==> src/rtl/rtpap_pkg.sv <==
// Shared types, codes and helper functions for the RTP audio packetizer.
// No dependencies; the top level and the divider import this package.
`default_nettype none

package rtpap_pkg;

   // Widths fixed by the item fields and registers.
   localparam int LEN_W   = 16;
   localparam int FRAME_W = 8;

   // Request opcodes. Code 3 carries no meaning and is ignored.
   localparam logic [1:0] OP_ADD_SOURCE = 2'd0;
   localparam logic [1:0] OP_START      = 2'd1;
   localparam logic [1:0] OP_PAYLOAD    = 2'd2;

   // Register indexes on the write port.
   localparam logic [2:0] CSR_BIT_DEPTH        = 3'd0;
   localparam logic [2:0] CSR_CHANNEL_COUNT    = 3'd1;
   localparam logic [2:0] CSR_SOURCE_ID        = 3'd2;
   localparam logic [2:0] CSR_SEQUENCE_OFFSET  = 3'd3;
   localparam logic [2:0] CSR_TIMESTAMP_OFFSET = 3'd4;
   localparam logic [2:0] CSR_PAYLOAD_KIND     = 3'd5;

   // RTP version field value placed in the top two header bits.
   localparam logic [1:0] RTP_VERSION = 2'd2;

   // Status of the timestamp divider as seen by the control logic.
   typedef struct packed {
      logic busy;
      logic done;
   } div_stat_type;

   // True when a 16-bit length is a multiple of three. Powers of four are
   // congruent to one modulo three, so the base-4 digits are summed.
   function automatic logic len_mult3(input logic [LEN_W-1:0] len);
      logic [4:0] s;
      logic [2:0] t;
      s = '0;
      for (int i = 0; i < LEN_W / 2; i++) begin
         s = s + 5'(len[2*i +: 2]);
      end
      t = 3'(s[1:0]) + 3'(s[3:2]) + 3'(s[4]);
      return (t == 3'd0) || (t == 3'd3) || (t == 3'd6);
   endfunction

endpackage

`default_nettype wire

==> src/rtl/rtp_audio_packetizer_unit.sv <==
// RTP audio packetizer top level: request decode, header sequencer, payload
// gathering and the result register. Uses rtpap_pkg, rtpap_srcq, rtpap_div.
`default_nettype none

// The block builds RTP version 2 packets one item at a time. A source-id item
// (opcode 0) is queued in a small memory; ids beyond MAX_SOURCES are dropped.
// A start item (opcode 1) with a nonzero length emits three header words and
// then the queued ids, one word per result; the three header words leave one
// per cycle while the result register is free, and each queued id passes
// through a read state and a write state, because the id store is a
// synchronous memory with registered read data that is read one entry at a
// time. A start item also launches a bit-serial divider that computes length /
// (bytes per sample times channels) for the timestamp advance; its quotient is
// folded into the sample count once it signals done, and no further item is
// accepted until the header words and the divider are both done. A start item
// with zero length only clears the queue. A payload item (opcode 2) gives at
// most one result: with 16, 24 or 32 bit samples and a length that is a whole
// number of samples, bytes are gathered into one byte-reversed word per sample,
// and otherwise each byte is passed on alone. Results wait in an output
// register; every item is accepted only when that register is empty or being
// drained in the same cycle. Registers on the csr_ port may be written only
// while the block is idle.
module rtp_audio_packetizer_unit #(
   parameter int MAX_SOURCES = 15
) (
   input  wire logic        clock,
   input  wire logic        reset,
   input  wire logic        csr_we,
   input  wire logic [2:0]  csr_index,
   input  wire logic [31:0] csr_wdata,
   input  wire logic        req_valid,
   output logic             req_ready,
   input  wire logic [1:0]  req_opcode,
   input  wire logic [31:0] req_value,
   output logic             rsp_valid,
   input  wire logic        rsp_ready,
   output logic [31:0]      rsp_out_word,
   output logic [2:0]       rsp_byte_count,
   output logic             rsp_is_header,
   output logic             rsp_last
);
   import rtpap_pkg::*;

   localparam int CW = $clog2(MAX_SOURCES + 1);
   localparam int AW = (MAX_SOURCES > 1) ? $clog2(MAX_SOURCES) : 1;

   typedef enum logic [3:0] {
      S_IDLE = 4'b0001,
      S_HDR  = 4'b0010,
      S_RD   = 4'b0100,
      S_WR   = 4'b1000
   } state_type;

   // Configuration registers.
   logic [5:0]  bit_depth_ff;
   logic [4:0]  channel_count_ff;
   logic [31:0] source_id_ff;
   logic [15:0] seq_off_ff;
   logic [31:0] ts_off_ff;
   logic [6:0]  payload_kind_ff;

   // Packet state.
   state_type      state_ff, state_in;
   logic [CW-1:0]  src_count_ff, src_count_in;
   logic [15:0]    packet_count_ff, packet_count_in;
   logic [31:0]    sample_count_ff, sample_count_in;
   logic [15:0]    bytes_left_ff, bytes_left_in;
   logic           swap_on_ff, swap_on_in;
   logic [23:0]    partial_sample_ff, partial_sample_in;
   logic [1:0]     partial_fill_ff, partial_fill_in;
   logic           hdr_idx_ff, hdr_idx_in;
   logic [31:0]    ts_word_ff, ts_word_in;
   logic [CW-1:0]  list_len_ff, list_len_in;
   logic [CW-1:0]  rd_idx_ff, rd_idx_in;
   logic           frame_zero_ff, frame_zero_in;

   // Result register.
   logic           rsp_valid_ff, rsp_valid_in;
   logic [31:0]    rsp_word_ff, rsp_word_in;
   logic [2:0]     rsp_count_ff, rsp_count_in;
   logic           rsp_hdr_ff, rsp_hdr_in;
   logic           rsp_last_ff, rsp_last_in;

   // Combinational helpers.
   logic           out_free;
   logic           accept;
   logic           ld;
   logic [31:0]    ld_word;
   logic [2:0]     ld_count;
   logic           ld_hdr;
   logic           ld_last;
   logic           wr_en;
   logic [31:0]    rd_data;
   logic           div_start;
   logic [LEN_W-1:0]   len_sat;
   logic [FRAME_W-1:0] frame;
   logic [15:0]    seq;
   logic           pay_last;
   logic [2:0]     k_clamp;
   logic [2:0]     fill_p1;
   logic [31:0]    gathered;
   div_stat_type   div_stat;
   logic [LEN_W-1:0]   div_quot;

   rtpap_srcq #(
      .DEPTH (MAX_SOURCES),
      .AW    (AW)
   ) u_srcq (
      .clock   (clock),
      .wr_en   (wr_en),
      .wr_addr (src_count_ff[AW-1:0]),
      .wr_data (req_value),
      .rd_addr (rd_idx_ff[AW-1:0]),
      .rd_data (rd_data)
   );

   rtpap_div u_div (
      .clock (clock),
      .reset (reset),
      .start (div_start),
      .num   (len_sat),
      .den   (frame),
      .stat  (div_stat),
      .quot  (div_quot)
   );

   // Writes to the id store happen only while idle and its read data is used only
   // while a header is going out, so the two ports never touch the same entry in
   // overlapping cycles and no forwarding path is needed.
   assign out_free  = !rsp_valid_ff || rsp_ready;
   assign req_ready = (state_ff == S_IDLE) && out_free && !div_stat.busy && !div_stat.done;
   assign accept    = req_valid && req_ready;

   always_comb begin
      state_in          = state_ff;
      src_count_in      = src_count_ff;
      packet_count_in   = packet_count_ff;
      sample_count_in   = sample_count_ff;
      bytes_left_in     = bytes_left_ff;
      swap_on_in        = swap_on_ff;
      partial_sample_in = partial_sample_ff;
      partial_fill_in   = partial_fill_ff;
      hdr_idx_in        = hdr_idx_ff;
      ts_word_in        = ts_word_ff;
      list_len_in       = list_len_ff;
      rd_idx_in         = rd_idx_ff;
      frame_zero_in     = frame_zero_ff;
      ld                = 1'b0;
      ld_word           = '0;
      ld_count          = 3'd4;
      ld_hdr            = 1'b1;
      ld_last           = 1'b0;
      wr_en             = 1'b0;
      div_start         = 1'b0;

      len_sat  = (|req_value[31:16]) ? {LEN_W{1'b1}} : req_value[LEN_W-1:0];
      frame    = {5'b0, bit_depth_ff[5:3]} * {3'b0, channel_count_ff};
      seq      = packet_count_ff + seq_off_ff;
      pay_last = bytes_left_ff == 16'd1;
      if (bit_depth_ff[5:3] == 3'd0) begin
         k_clamp = 3'd1;
      end else if (bit_depth_ff[5:3] > 3'd4) begin
         k_clamp = 3'd4;
      end else begin
         k_clamp = bit_depth_ff[5:3];
      end
      fill_p1  = {1'b0, partial_fill_ff} + 3'd1;
      gathered = {8'b0, partial_sample_ff} | ({24'b0, req_value[7:0]} << {partial_fill_ff, 3'b0});

      // The divider result lands while the block is still busy with the packet.
      if (div_stat.done && !frame_zero_ff) begin
         sample_count_in = sample_count_ff + {16'b0, div_quot};
      end

      case (state_ff)
         S_IDLE: begin
            if (accept) begin
               case (req_opcode)
                  OP_ADD_SOURCE: begin
                     if (src_count_ff < CW'(MAX_SOURCES)) begin
                        wr_en        = 1'b1;
                        src_count_in = src_count_ff + 1'b1;
                     end
                  end
                  OP_START: begin
                     src_count_in = '0;
                     if (len_sat != '0) begin
                        // First header word goes straight to the result register.
                        ld      = 1'b1;
                        ld_word = {RTP_VERSION, 2'b00, 4'(src_count_ff), 1'b0,
                                   payload_kind_ff, seq};
                        ts_word_in        = sample_count_ff + ts_off_ff;
                        list_len_in       = src_count_ff;
                        packet_count_in   = packet_count_ff + 16'd1;
                        div_start         = 1'b1;
                        frame_zero_in     = frame == '0;
                        bytes_left_in     = len_sat;
                        swap_on_in        = ((bit_depth_ff == 6'd16) && !len_sat[0]) ||
                                            ((bit_depth_ff == 6'd24) && len_mult3(len_sat)) ||
                                            ((bit_depth_ff == 6'd32) && (len_sat[1:0] == 2'b00));
                        partial_sample_in = '0;
                        partial_fill_in   = '0;
                        hdr_idx_in        = 1'b0;
                        rd_idx_in         = '0;
                        state_in          = S_HDR;
                     end
                  end
                  OP_PAYLOAD: begin
                     if (bytes_left_ff != '0) begin
                        bytes_left_in = bytes_left_ff - 16'd1;
                        ld_hdr        = 1'b0;
                        ld_last       = pay_last;
                        if (swap_on_ff) begin
                           if ((fill_p1 >= k_clamp) || pay_last) begin
                              ld                = 1'b1;
                              ld_word           = gathered;
                              ld_count          = fill_p1;
                              partial_sample_in = '0;
                              partial_fill_in   = '0;
                           end else begin
                              partial_sample_in = gathered[23:0];
                              partial_fill_in   = fill_p1[1:0];
                           end
                        end else begin
                           ld       = 1'b1;
                           ld_word  = {24'b0, req_value[7:0]};
                           ld_count = 3'd1;
                        end
                     end
                  end
                  default: begin
                  end
               endcase
            end
         end
         S_HDR: begin
            if (out_free) begin
               ld = 1'b1;
               if (!hdr_idx_ff) begin
                  ld_word    = ts_word_ff;
                  hdr_idx_in = 1'b1;
               end else begin
                  ld_word  = source_id_ff;
                  state_in = (list_len_ff == '0) ? S_IDLE : S_RD;
               end
            end
         end
         S_RD: begin
            // The read address is already on the memory; data arrives next cycle.
            state_in = S_WR;
         end
         S_WR: begin
            if (out_free) begin
               ld      = 1'b1;
               ld_word = rd_data;
               if (rd_idx_ff == list_len_ff - 1'b1) begin
                  state_in = S_IDLE;
               end else begin
                  rd_idx_in = rd_idx_ff + 1'b1;
                  state_in  = S_RD;
               end
            end
         end
         default: begin
            state_in = S_IDLE;
         end
      endcase

      rsp_valid_in = out_free ? ld : rsp_valid_ff;
      rsp_word_in  = ld ? ld_word  : rsp_word_ff;
      rsp_count_in = ld ? ld_count : rsp_count_ff;
      rsp_hdr_in   = ld ? ld_hdr   : rsp_hdr_ff;
      rsp_last_in  = ld ? ld_last  : rsp_last_ff;
   end

   always_ff @(posedge clock) begin
      if (reset) begin
         bit_depth_ff      <= 6'd16;
         channel_count_ff  <= 5'd2;
         source_id_ff      <= '0;
         seq_off_ff        <= '0;
         ts_off_ff         <= '0;
         payload_kind_ff   <= 7'd127;
         state_ff          <= S_IDLE;
         src_count_ff      <= '0;
         packet_count_ff   <= '0;
         sample_count_ff   <= '0;
         bytes_left_ff     <= '0;
         swap_on_ff        <= 1'b0;
         partial_sample_ff <= '0;
         partial_fill_ff   <= '0;
         hdr_idx_ff        <= 1'b0;
         list_len_ff       <= '0;
         rd_idx_ff         <= '0;
         frame_zero_ff     <= 1'b0;
         rsp_valid_ff      <= 1'b0;
      end else begin
         if (csr_we) begin
            case (csr_index)
               CSR_BIT_DEPTH:        bit_depth_ff     <= csr_wdata[5:0];
               CSR_CHANNEL_COUNT:    channel_count_ff <= csr_wdata[4:0];
               CSR_SOURCE_ID:        source_id_ff     <= csr_wdata;
               CSR_SEQUENCE_OFFSET:  seq_off_ff       <= csr_wdata[15:0];
               CSR_TIMESTAMP_OFFSET: ts_off_ff        <= csr_wdata;
               CSR_PAYLOAD_KIND:     payload_kind_ff  <= csr_wdata[6:0];
               default: begin
               end
            endcase
         end
         state_ff          <= state_in;
         src_count_ff      <= src_count_in;
         packet_count_ff   <= packet_count_in;
         sample_count_ff   <= sample_count_in;
         bytes_left_ff     <= bytes_left_in;
         swap_on_ff        <= swap_on_in;
         partial_sample_ff <= partial_sample_in;
         partial_fill_ff   <= partial_fill_in;
         hdr_idx_ff        <= hdr_idx_in;
         list_len_ff       <= list_len_in;
         rd_idx_ff         <= rd_idx_in;
         frame_zero_ff     <= frame_zero_in;
         rsp_valid_ff      <= rsp_valid_in;
      end
      ts_word_ff   <= ts_word_in;
      rsp_word_ff  <= rsp_word_in;
      rsp_count_ff <= rsp_count_in;
      rsp_hdr_ff   <= rsp_hdr_in;
      rsp_last_ff  <= rsp_last_in;
   end

   assign rsp_valid      = rsp_valid_ff;
   assign rsp_out_word   = rsp_word_ff;
   assign rsp_byte_count = rsp_count_ff;
   assign rsp_is_header  = rsp_hdr_ff;
   assign rsp_last       = rsp_last_ff;

   // Header and source id words never close a packet.
   a_hdr_not_last: assert property (@(posedge clock) disable iff (reset)
      rsp_valid && rsp_is_header |-> !rsp_last)
      else $error("header item marked last");

   // Every result carries between one and four bytes.
   a_count_range: assert property (@(posedge clock) disable iff (reset)
      rsp_valid |-> (rsp_byte_count != 3'd0) && (rsp_byte_count <= 3'd4))
      else $error("result byte count out of range");

   // A start item with a nonzero length puts its first header word out at once.
   a_start_header: assert property (@(posedge clock) disable iff (reset)
      req_valid && req_ready && (req_opcode == OP_START) && (req_value != 32'd0)
      |=> rsp_valid && rsp_is_header)
      else $error("start item did not produce a header item");

   // The id queue never grows past its memory.
   a_queue_bound: assert property (@(posedge clock) disable iff (reset)
      src_count_ff <= CW'(MAX_SOURCES))
      else $error("source queue overflow");

endmodule

`default_nettype wire

==> src/rtl/rtpap_srcq.sv <==
// Contributing-source id store: one synchronous memory, one write port and
// one read port with registered read data. Depends on no package.
`default_nettype none

module rtpap_srcq #(
   parameter int DEPTH = 15,
   parameter int AW    = 4
) (
   input  wire logic          clock,
   input  wire logic          wr_en,
   input  wire logic [AW-1:0] wr_addr,
   input  wire logic [31:0]   wr_data,
   input  wire logic [AW-1:0] rd_addr,
   output logic [31:0]        rd_data
);

   logic [31:0] mem [DEPTH];
   logic [31:0] rd_data_ff;

   always_ff @(posedge clock) begin
      if (wr_en) begin
         mem[wr_addr] <= wr_data;
      end
      rd_data_ff <= mem[rd_addr];
   end

   assign rd_data = rd_data_ff;

endmodule

`default_nettype wire

==> src/rtl/rtpap_div.sv <==
// Bit-serial restoring divider for the timestamp advance: length / frame size.
// Depends on rtpap_pkg for widths and the status struct.
`default_nettype none

module rtpap_div (
   input  wire logic                          clock,
   input  wire logic                          reset,
   input  wire logic                          start,
   input  wire logic [rtpap_pkg::LEN_W-1:0]   num,
   input  wire logic [rtpap_pkg::FRAME_W-1:0] den,
   output rtpap_pkg::div_stat_type            stat,
   output logic [rtpap_pkg::LEN_W-1:0]        quot
);
   import rtpap_pkg::*;

   localparam int CNT_W = $clog2(LEN_W);

   logic                 busy_ff, busy_in;
   logic                 done_ff, done_in;
   logic [CNT_W-1:0]     cnt_ff, cnt_in;
   logic [LEN_W-1:0]     num_ff, num_in;
   logic [FRAME_W-1:0]   rem_ff, rem_in;
   logic [FRAME_W-1:0]   den_ff, den_in;
   logic [FRAME_W:0]     shifted;
   logic                 ge;

   always_comb begin
      busy_in = busy_ff;
      done_in = 1'b0;
      cnt_in  = cnt_ff;
      num_in  = num_ff;
      rem_in  = rem_ff;
      den_in  = den_ff;
      shifted = {rem_ff, num_ff[LEN_W-1]};
      ge      = shifted >= {1'b0, den_ff};
      if (start) begin
         busy_in = 1'b1;
         cnt_in  = '0;
         num_in  = num;
         rem_in  = '0;
         den_in  = den;
      end else if (busy_ff) begin
         // The quotient bits shift in where the dividend bits shift out.
         num_in = {num_ff[LEN_W-2:0], ge};
         rem_in = ge ? FRAME_W'(shifted - {1'b0, den_ff}) : FRAME_W'(shifted);
         cnt_in = cnt_ff + 1'b1;
         if (cnt_ff == CNT_W'(LEN_W - 1)) begin
            busy_in = 1'b0;
            done_in = 1'b1;
         end
      end
   end

   always_ff @(posedge clock) begin
      if (reset) begin
         busy_ff <= 1'b0;
         done_ff <= 1'b0;
         cnt_ff  <= '0;
      end else begin
         busy_ff <= busy_in;
         done_ff <= done_in;
         cnt_ff  <= cnt_in;
      end
      num_ff <= num_in;
      rem_ff <= rem_in;
      den_ff <= den_in;
   end

   assign stat.busy = busy_ff;
   assign stat.done = done_ff;
   assign quot      = num_ff;

endmodule

`default_nettype wire
==> config.mk <==
export PLATFORM = sky130hd
export DESIGN_NAME = rtp_audio_packetizer_unit
export DESIGN_NICKNAME = d
export VERILOG_FILES = /design/src/rtl/rtpap_pkg.sv /design/src/rtl/rtp_audio_packetizer_unit.sv /design/src/rtl/rtpap_srcq.sv /design/src/rtl/rtpap_div.sv
export SDC_FILE = /design/constraint.sdc
export NUM_CORES = 1
export LEC_CHECK = 0
export ABC_CLOCK_PERIOD_IN_PS = 8500
export BUFFER_PORTS_ARGS = -buffer_cell sky130_fd_sc_hd__buf_2
export CAP_MARGIN = 30
export CORE_ASPECT_RATIO = 0.9
export CORE_UTILIZATION = 40
export CTS_BUF_LIST = sky130_fd_sc_hd__clkbuf_8
export CTS_CLUSTER_SIZE = 40
export DETAILED_ROUTE_END_ITERATION = 12
export SETUP_SLACK_MARGIN = 0.05
export SYNTH_ARGS = -nofsm -noshare
export SYNTH_HDL_FRONTEND = slang
export SYNTH_SLANG_ARGS = --single-unit
export TNS_END_PERCENT = 10
==> constraint.sdc <==
create_clock -name clock -period 8.5 [get_ports clock]
set_clock_uncertainty 0.15 [all_clocks]
set_input_delay 1.7 -clock clock [delete_from_list [all_inputs] [get_ports clock]]
set_output_delay 1.7 -clock clock [all_outputs]
set_load 0.02 [all_outputs]
# --- Word level (Yosys, flattened, before mapping) ---
# Memories as Yosys holds them, arrays and structs flattened. A register that Yosys moved wholly into a read port is not among the register bits.
# Cells that the tools add are included.
totals:
  latchBits: 0
  in_bits: 74
  ff_bits: 315
  ram_bits: 480
  n_memories: 1
  mem_bits_ro: 0
classes:
  n_mux: 75
  add_sub_neg: 20
  n_lt_le_gt_ge: 4
  n_reduce_logical: 53
  n_div: 0
  n_eq_ne: 30
  multipliers: 1
  n_bitwise: 2
  n_shift: 1
mem_list:
  columns: ["name", "depth", "word_bits", "rd", "rd_ports_with_merged_regs", "wr", "line", "text"]
  rows:
  - ["u_srcq.mem", 15, 32, 1, 1, 1, "rtpap_srcq.sv:17", "logic [31:0] mem [DEPTH];"]
op_table:
  columns: ["cell", "n"]
  rows:
  - ["32-bit 2-to-1 mux", 8]
  - ["24-bit 2-to-1 mux", 4]
  - ["32-bit one-hot mux with 3 select lines", 1]
  - ["16-bit 2-to-1 mux", 5]
  - ["32-bit one-hot mux with 2 select lines", 1]
  - ["4-bit 2-to-1 mux", 12]
  - ["24-bit one-hot mux with 2 select lines", 1]
  - ["32-bit by 16-bit adder with 32-bit output", 1]
  - ["32-bit adder", 1]
  - ["24-bit by 32-bit OR with 32-bit output", 1]
  - ["16-bit one-hot mux with 2 select lines", 1]
  - ["16-bit nonzero test", 2]
  - ["8-bit by 5-bit left shift with 32-bit output", 1]
  - ["1-bit 2-to-1 mux", 24]
  - ["6-bit AND reduction", 4]
  - ["5-bit by 2-bit adder with 5-bit output", 4]
  - ["3-bit 2-to-1 mux", 6]
  - ["2-bit != test (second input constant)", 9]
  - ["16-bit by 1-bit adder with 16-bit output (second input constant)", 1]
  - ["16-bit adder", 1]
  - ["16-bit by 1-bit == test with 1-bit output (second input constant)", 1]
  - ["4-bit one-hot mux with 2 select lines", 2]
  - ["4-bit one-hot mux with 4 select lines", 1]
  - ["16-bit OR reduction", 1]
  - ["other kinds (46)", 93]

# --- Logic depth before layout (Yosys ltp) ---
logic_depth:
  word_depth: 17
  mapped_depth: 27
  ltp_nobuf: 26

# --- Modules after synthesis ---
# Synthesis repeated with hierarchy kept, for this count alone.
hier_totals:
  hier_cells: 2963
  area_unflattened_um2: 36744.0
by_module_without_submodules:
  columns: ["mod", "area_each_um2", "cells_each", "seq_area_each_um2", "instances"]
  rows:
  - ["rtpap_srcq", 18886.9, 886, 15054.4, 1]
  - ["rtp_audio_packetizer_unit", 15871.5, 1899, 6236.0, 1]
  - ["rtpap_div", 1985.7, 178, 1001.0, 1]

# --- Least setup slack after synthesis ---
# OpenSTA, ideal clock, no wires.
synth_timing:
  path_type: "input -> register"
  startpoint: "in req_value[26]"
  endpoint: "reg swap_on_ff"
  arrival_time_ps: 7304
  path_buffers: 1
  required_time_ps: 8280
  slack_ps: 975
  setup_time_ps: 70
  path_stages: 23
  path_cell_list: "nor4_1 > nand4_1 > clkbuf_1 > or2_2 > fa_1 > fa_1 > fa_1 > inv_1 > fa_1 > inv_1 > ha_1 > fa_1 > inv_1 > fa_1 > inv_1 > fa_1 > xor2_1 > o21ai_0 > a21oi_1 > o21ai_0 > nor4_1 > nand2_1 > a21oi_1"
synth_between:
  elab_chain_cells: 17
  elab_cells_between_ends: 25
  cone_classes: "add/sub (9); eq/ne (2); mux (1); reduce/logical (13)"
synth_rtl:
  columns: ["element", "line", "text"]
  rows:
  - ["start: declaration", "rtp_audio_packetizer_unit.sv:34", "input wire logic [31:0] req_value,"]
  - ["16-bit OR reduction *", "rtp_audio_packetizer_unit.sv:156", "len_sat = (|req_value[31:16]) ? {LEN_W{1'b1}} : req_value[LEN_W-1:0];"]
  - ["16-bit 2-to-1 mux *", "rtp_audio_packetizer_unit.sv:156", null]
  - ["2-bit by 2-bit adder with 3-bit output", "rtpap_pkg.sv:40", "s = s + 5'(len[2*i +: 2]);"]
  - ["3-bit by 2-bit adder with 4-bit output", "rtpap_pkg.sv:40", null]
  - ["4-bit by 2-bit adder with 5-bit output", "rtpap_pkg.sv:40", null]
  - ["5-bit by 2-bit adder with 5-bit output (4 in series)", "rtpap_pkg.sv:40", null]
  - ["2-bit by 2-bit adder with 3-bit output", "rtpap_pkg.sv:42", "t = 3'(s[1:0]) + 3'(s[3:2]) + 3'(s[4]);"]
  - ["3-bit by 1-bit adder with 3-bit output", "rtpap_pkg.sv:42", null]
  - ["3-bit by 2-bit == test with 1-bit output / 3-bit logical NOT (equally long branches)", "rtpap_pkg.sv:43", "return (t == 3'd0) || (t == 3'd3) || (t == 3'd6);"]
  - ["1-bit logical OR (2 in series)", "rtpap_pkg.sv:43", null]
  - ["1-bit logical AND", "rtp_audio_packetizer_unit.sv:199", "((bit_depth_ff == 6'd24) && len_mult3(len_sat)) ||"]
  - ["1-bit logical OR", "rtp_audio_packetizer_unit.sv:198", "swap_on_in = ((bit_depth_ff == 6'd16) && !len_sat[0]) ||"]
  - ["1-bit logical OR", "rtp_audio_packetizer_unit.sv:199", null]
  - ["end signal: assignment", "rtp_audio_packetizer_unit.sv:315", "swap_on_ff <= swap_on_in;"]
  - ["end: declaration", "rtp_audio_packetizer_unit.sv:68", "logic swap_on_ff, swap_on_in;"]
# Mark *: on every way between the ends. The rest lies on a longest branch, timed or not.
# A chain may end at the register's enable or synchronous reset.

# --- Worst setup path after layout ---
layout_timing:
  startpoint: "in req_value[21]"
  endpoint: "reg swap_on_ff"
# Same word-level chain as after synthesis.

==> metrics.txt <==
pre-CTS setup slack -0.0237 ns; ranking of synthesized cells by area edfxtp_1, dfxtp_1, mux4_2; fmax 129 MHz; global-route wire length before repair 151000 µm; Post-Synthesis Cells 2893; post-synthesis register bit count 827; critical path type input port to flip-flop; die area 92700 µm²; GR Util All Layers 0.219; Max-slew headroom 0.366; area of the mapped netlist 36600 µm²; count leader, synth edfxtp_1; RSZ-0062 raised after global routing false; CTS sink cnt 827; maxcap violations 0; Seq pwr share 0.529; Startpoint Class input port; register area share after synthesis 0.609; total power 0.00842 W; cts repair resizes 0; htree depth 4; initial antenna violation count 7; setup bufs post-CTS 0; vias in the first global route 23900; remaining global-route overflow 0; Max VDD drop 125 µV; Async SR Flop Fraction 0; DRC viols 0; prevailing post-synth register cell edfxtp_1; die width 321 µm; cell taking the most area after synthesis edfxtp_1; CTS max path bufs 3; Layout area overhead 13.3%; CTS Buf Count 140; total iterations of the first detailed-routing run 6; CP required 8.99 ns; Die H 289 µm; Boundary Pins 113; gpl congestion 0.887; endpoint class of the critical path flip-flop; final standard cell count with taps included and fillers excluded 4403; share of cells above drive strength 1 0.175; cell total after placement 4141; status complete, no violations; clock root buffer master clkbuf_8; Hold Crit Class flip-flop to flip-flop; post-route setup slack 0.775 ns; sw frac 0.250; Psw 0.00211 W; Worst setup startpoint req_value[21]; fin crit share 0.909; Port-buffer cells 112; nets 3260; Pwr Density 203 nW/µm²; crit path max fanout 16; Hold Startpoint source_id_ff[0]$_SDFFE_PP0P_; Vias/cell 5.58; Ys Warns 0; crit path DAT 8.22 ns; cell internal pwr 0.00631 W; Core Region 90000 µm²; final WL 102000 µm; final hold viol count 0; Finish-stage setup viols 0; Routed Antenna Nets 0; combinational fraction of design power 0.070; Mapped Nets 3088; Starting Density 0.407; clock power share 0.401; worst slew pin tran 0.938 ns; Hold WS 0.307 ns; Final min period 7.72 ns; clk slew on worst S/H paths 0.06 ns; Synth top cells by count edfxtp_1, nand2_1, dfxtp_1; final max-slew violation count 0; Via Count 24600; post-detail-place hpwl 65200 µm; worst-skew pair later-pin latency 0.81 ns; pin count of the biggest net entering global routing 104; drt initial violations 2367; EDFF count, synth 573; Synth cell types 77; Setup TNS 0 ns; top cell type's share of synthesized area 0.470; R2R Path Start u_div.busy_ff$_SDFF_PP0_; P_leak 14.2 nW; Hold Buf Count CTS 0; Avg WL per Cell 23.1 µm; Placement Rows 104; average size of a mapped cell 12.7 µm²; TritonCTS clock tree done; R2R setup slack 4.46 ns
==> final cells by class <==
class | count | area (µm²)
Clock inverter | 101 | 509
Clock buffer | 157 | 2160
Timing Repair Buffer | 178 | 1120
Multi-Input combinational cell | 1828 | 13500
Sequential cell | 827 | 22300
Fill cell | 8096 | 48600
Tap cell | 1219 | 1530
Inverter | 90 | 338
Antenna cell | 3 | 7.51
==> state kept, by name, indices dropped and copies added (netlist names), 6 cells and up <==
| signal | flops |
|---|---|
| u_srcq.mem | 480 |
| u_div.quot | 16 |
| source_id_ff | 32 |
| sample_count_ff | 32 |
| ts_word_ff | 32 |
| ts_off_ff | 32 |
| payload_kind_ff | 7 |
| rsp_out_word | 32 |
| u_srcq.rd_data | 32 |
| u_div.den_ff | 8 |
| packet_count_ff | 16 |
| bytes_left_ff | 16 |
| seq_off_ff | 16 |
| partial_sample_ff | 24 |
| u_div.rem_ff | 8 |
| bit_depth_ff | 6 |
==> metrics by stage <==
stage	util	instance area, µm²
finish	0.461	41500
global route	0.461	41500
CTS	0.460	41500
detailed placement	0.431	38800
global placement	0.430	38700
floorplan	-	36600
==> logic make-up after synthesis <==
kind of cell             Yosys count  share of synthesized area
flip-flops                       827                      0.609
multiplexers                     229                      0.107
AO/OA/AOI/OAI                    564                     0.0922
adder cells (fa/ha/maj)          121                     0.0455
buffers and inverters            238                     0.0253
AND/OR/NAND/NOR                  836                      0.103
XOR/XNOR                          78                     0.0187
==> layer usage <==
| metal | GRT usage | routed length, µm | vias up |
|---|---|---|---|
| met4 | 0.0744 | 2430 | 4 |
| met3 | 0.0438 | 7770 | 155 |
| met2 | 0.337 | 45900 | 984 |
| met5 | 0 | 20 | - |
| li1 | - | - | 11100 |
| met1 | 0.310 | 45500 | 12300 |
==> placed cells by master (no fill, tap or decap), drive strengths merged, types with 17 or more instances in the layout <==
cell type and instances:
nand2 397, mux4 128, o21ai 140, ha 101
and3 20, xnor2 48, inv 157, nor2b 23
nand3 33, a211oi 21, nand2b 19, mux2 17
edfxtp 573, clkbuf 157, mux2i 84, xor2 30
a21o 24, nor3 45, clkinv 32, buf 178
or3 25, nor4 17, fa 20, nor2 184
nand4 20, dfxtp 254, a21oi 253, a22oi 17
==> worst max-delay path, cell delays in order <==
cell and delay (ns):
buf_2 0.19, nor4_1 0.44, buf_4 0.18, nand4_1 0.19
buf_4 0.25, or2_2 0.31, fa_1 0.53, fa_1 0.54
fa_1 0.55, inv_1 0.05, fa_1 0.53, inv_1 0.04
ha_1 0.21, fa_1 0.48, inv_1 0.05, fa_1 0.38
inv_1 0.08, fa_1 0.43, xor2_1 0.17, o21ai_0 0.32
a21oi_1 0.12, o21ai_0 0.22, nor4_1 0.07, nand2_1 0.08
a21oi_1 0.07
==> power groups by stage <==
stage                     clock [W]  combinational, W  sequential [W]
after floorplan                   0          0.000378         0.00452
after global placement            0          0.000569         0.00453
after detailed placement          0          0.000588         0.00454
after CTS                   0.00346          0.000590         0.00445
after global routing        0.00364          0.000649         0.00446
final                       0.00338          0.000591         0.00445
==> path summary, 6_finish.rpt <==
path,cells after the start,endpoint
setup / recovery,25,swap_on_ff$_SDFFE_PP0P_
hold reg to reg,2,source_id_ff[0]$_SDFFE_PP0P_
setup reg to reg,7,rsp_is_header$_SDFFCE_PN1P_
hold / removal,2,source_id_ff[0]$_SDFFE_PP0P_
Note: power is estimated with default switching activity, not from simulation.
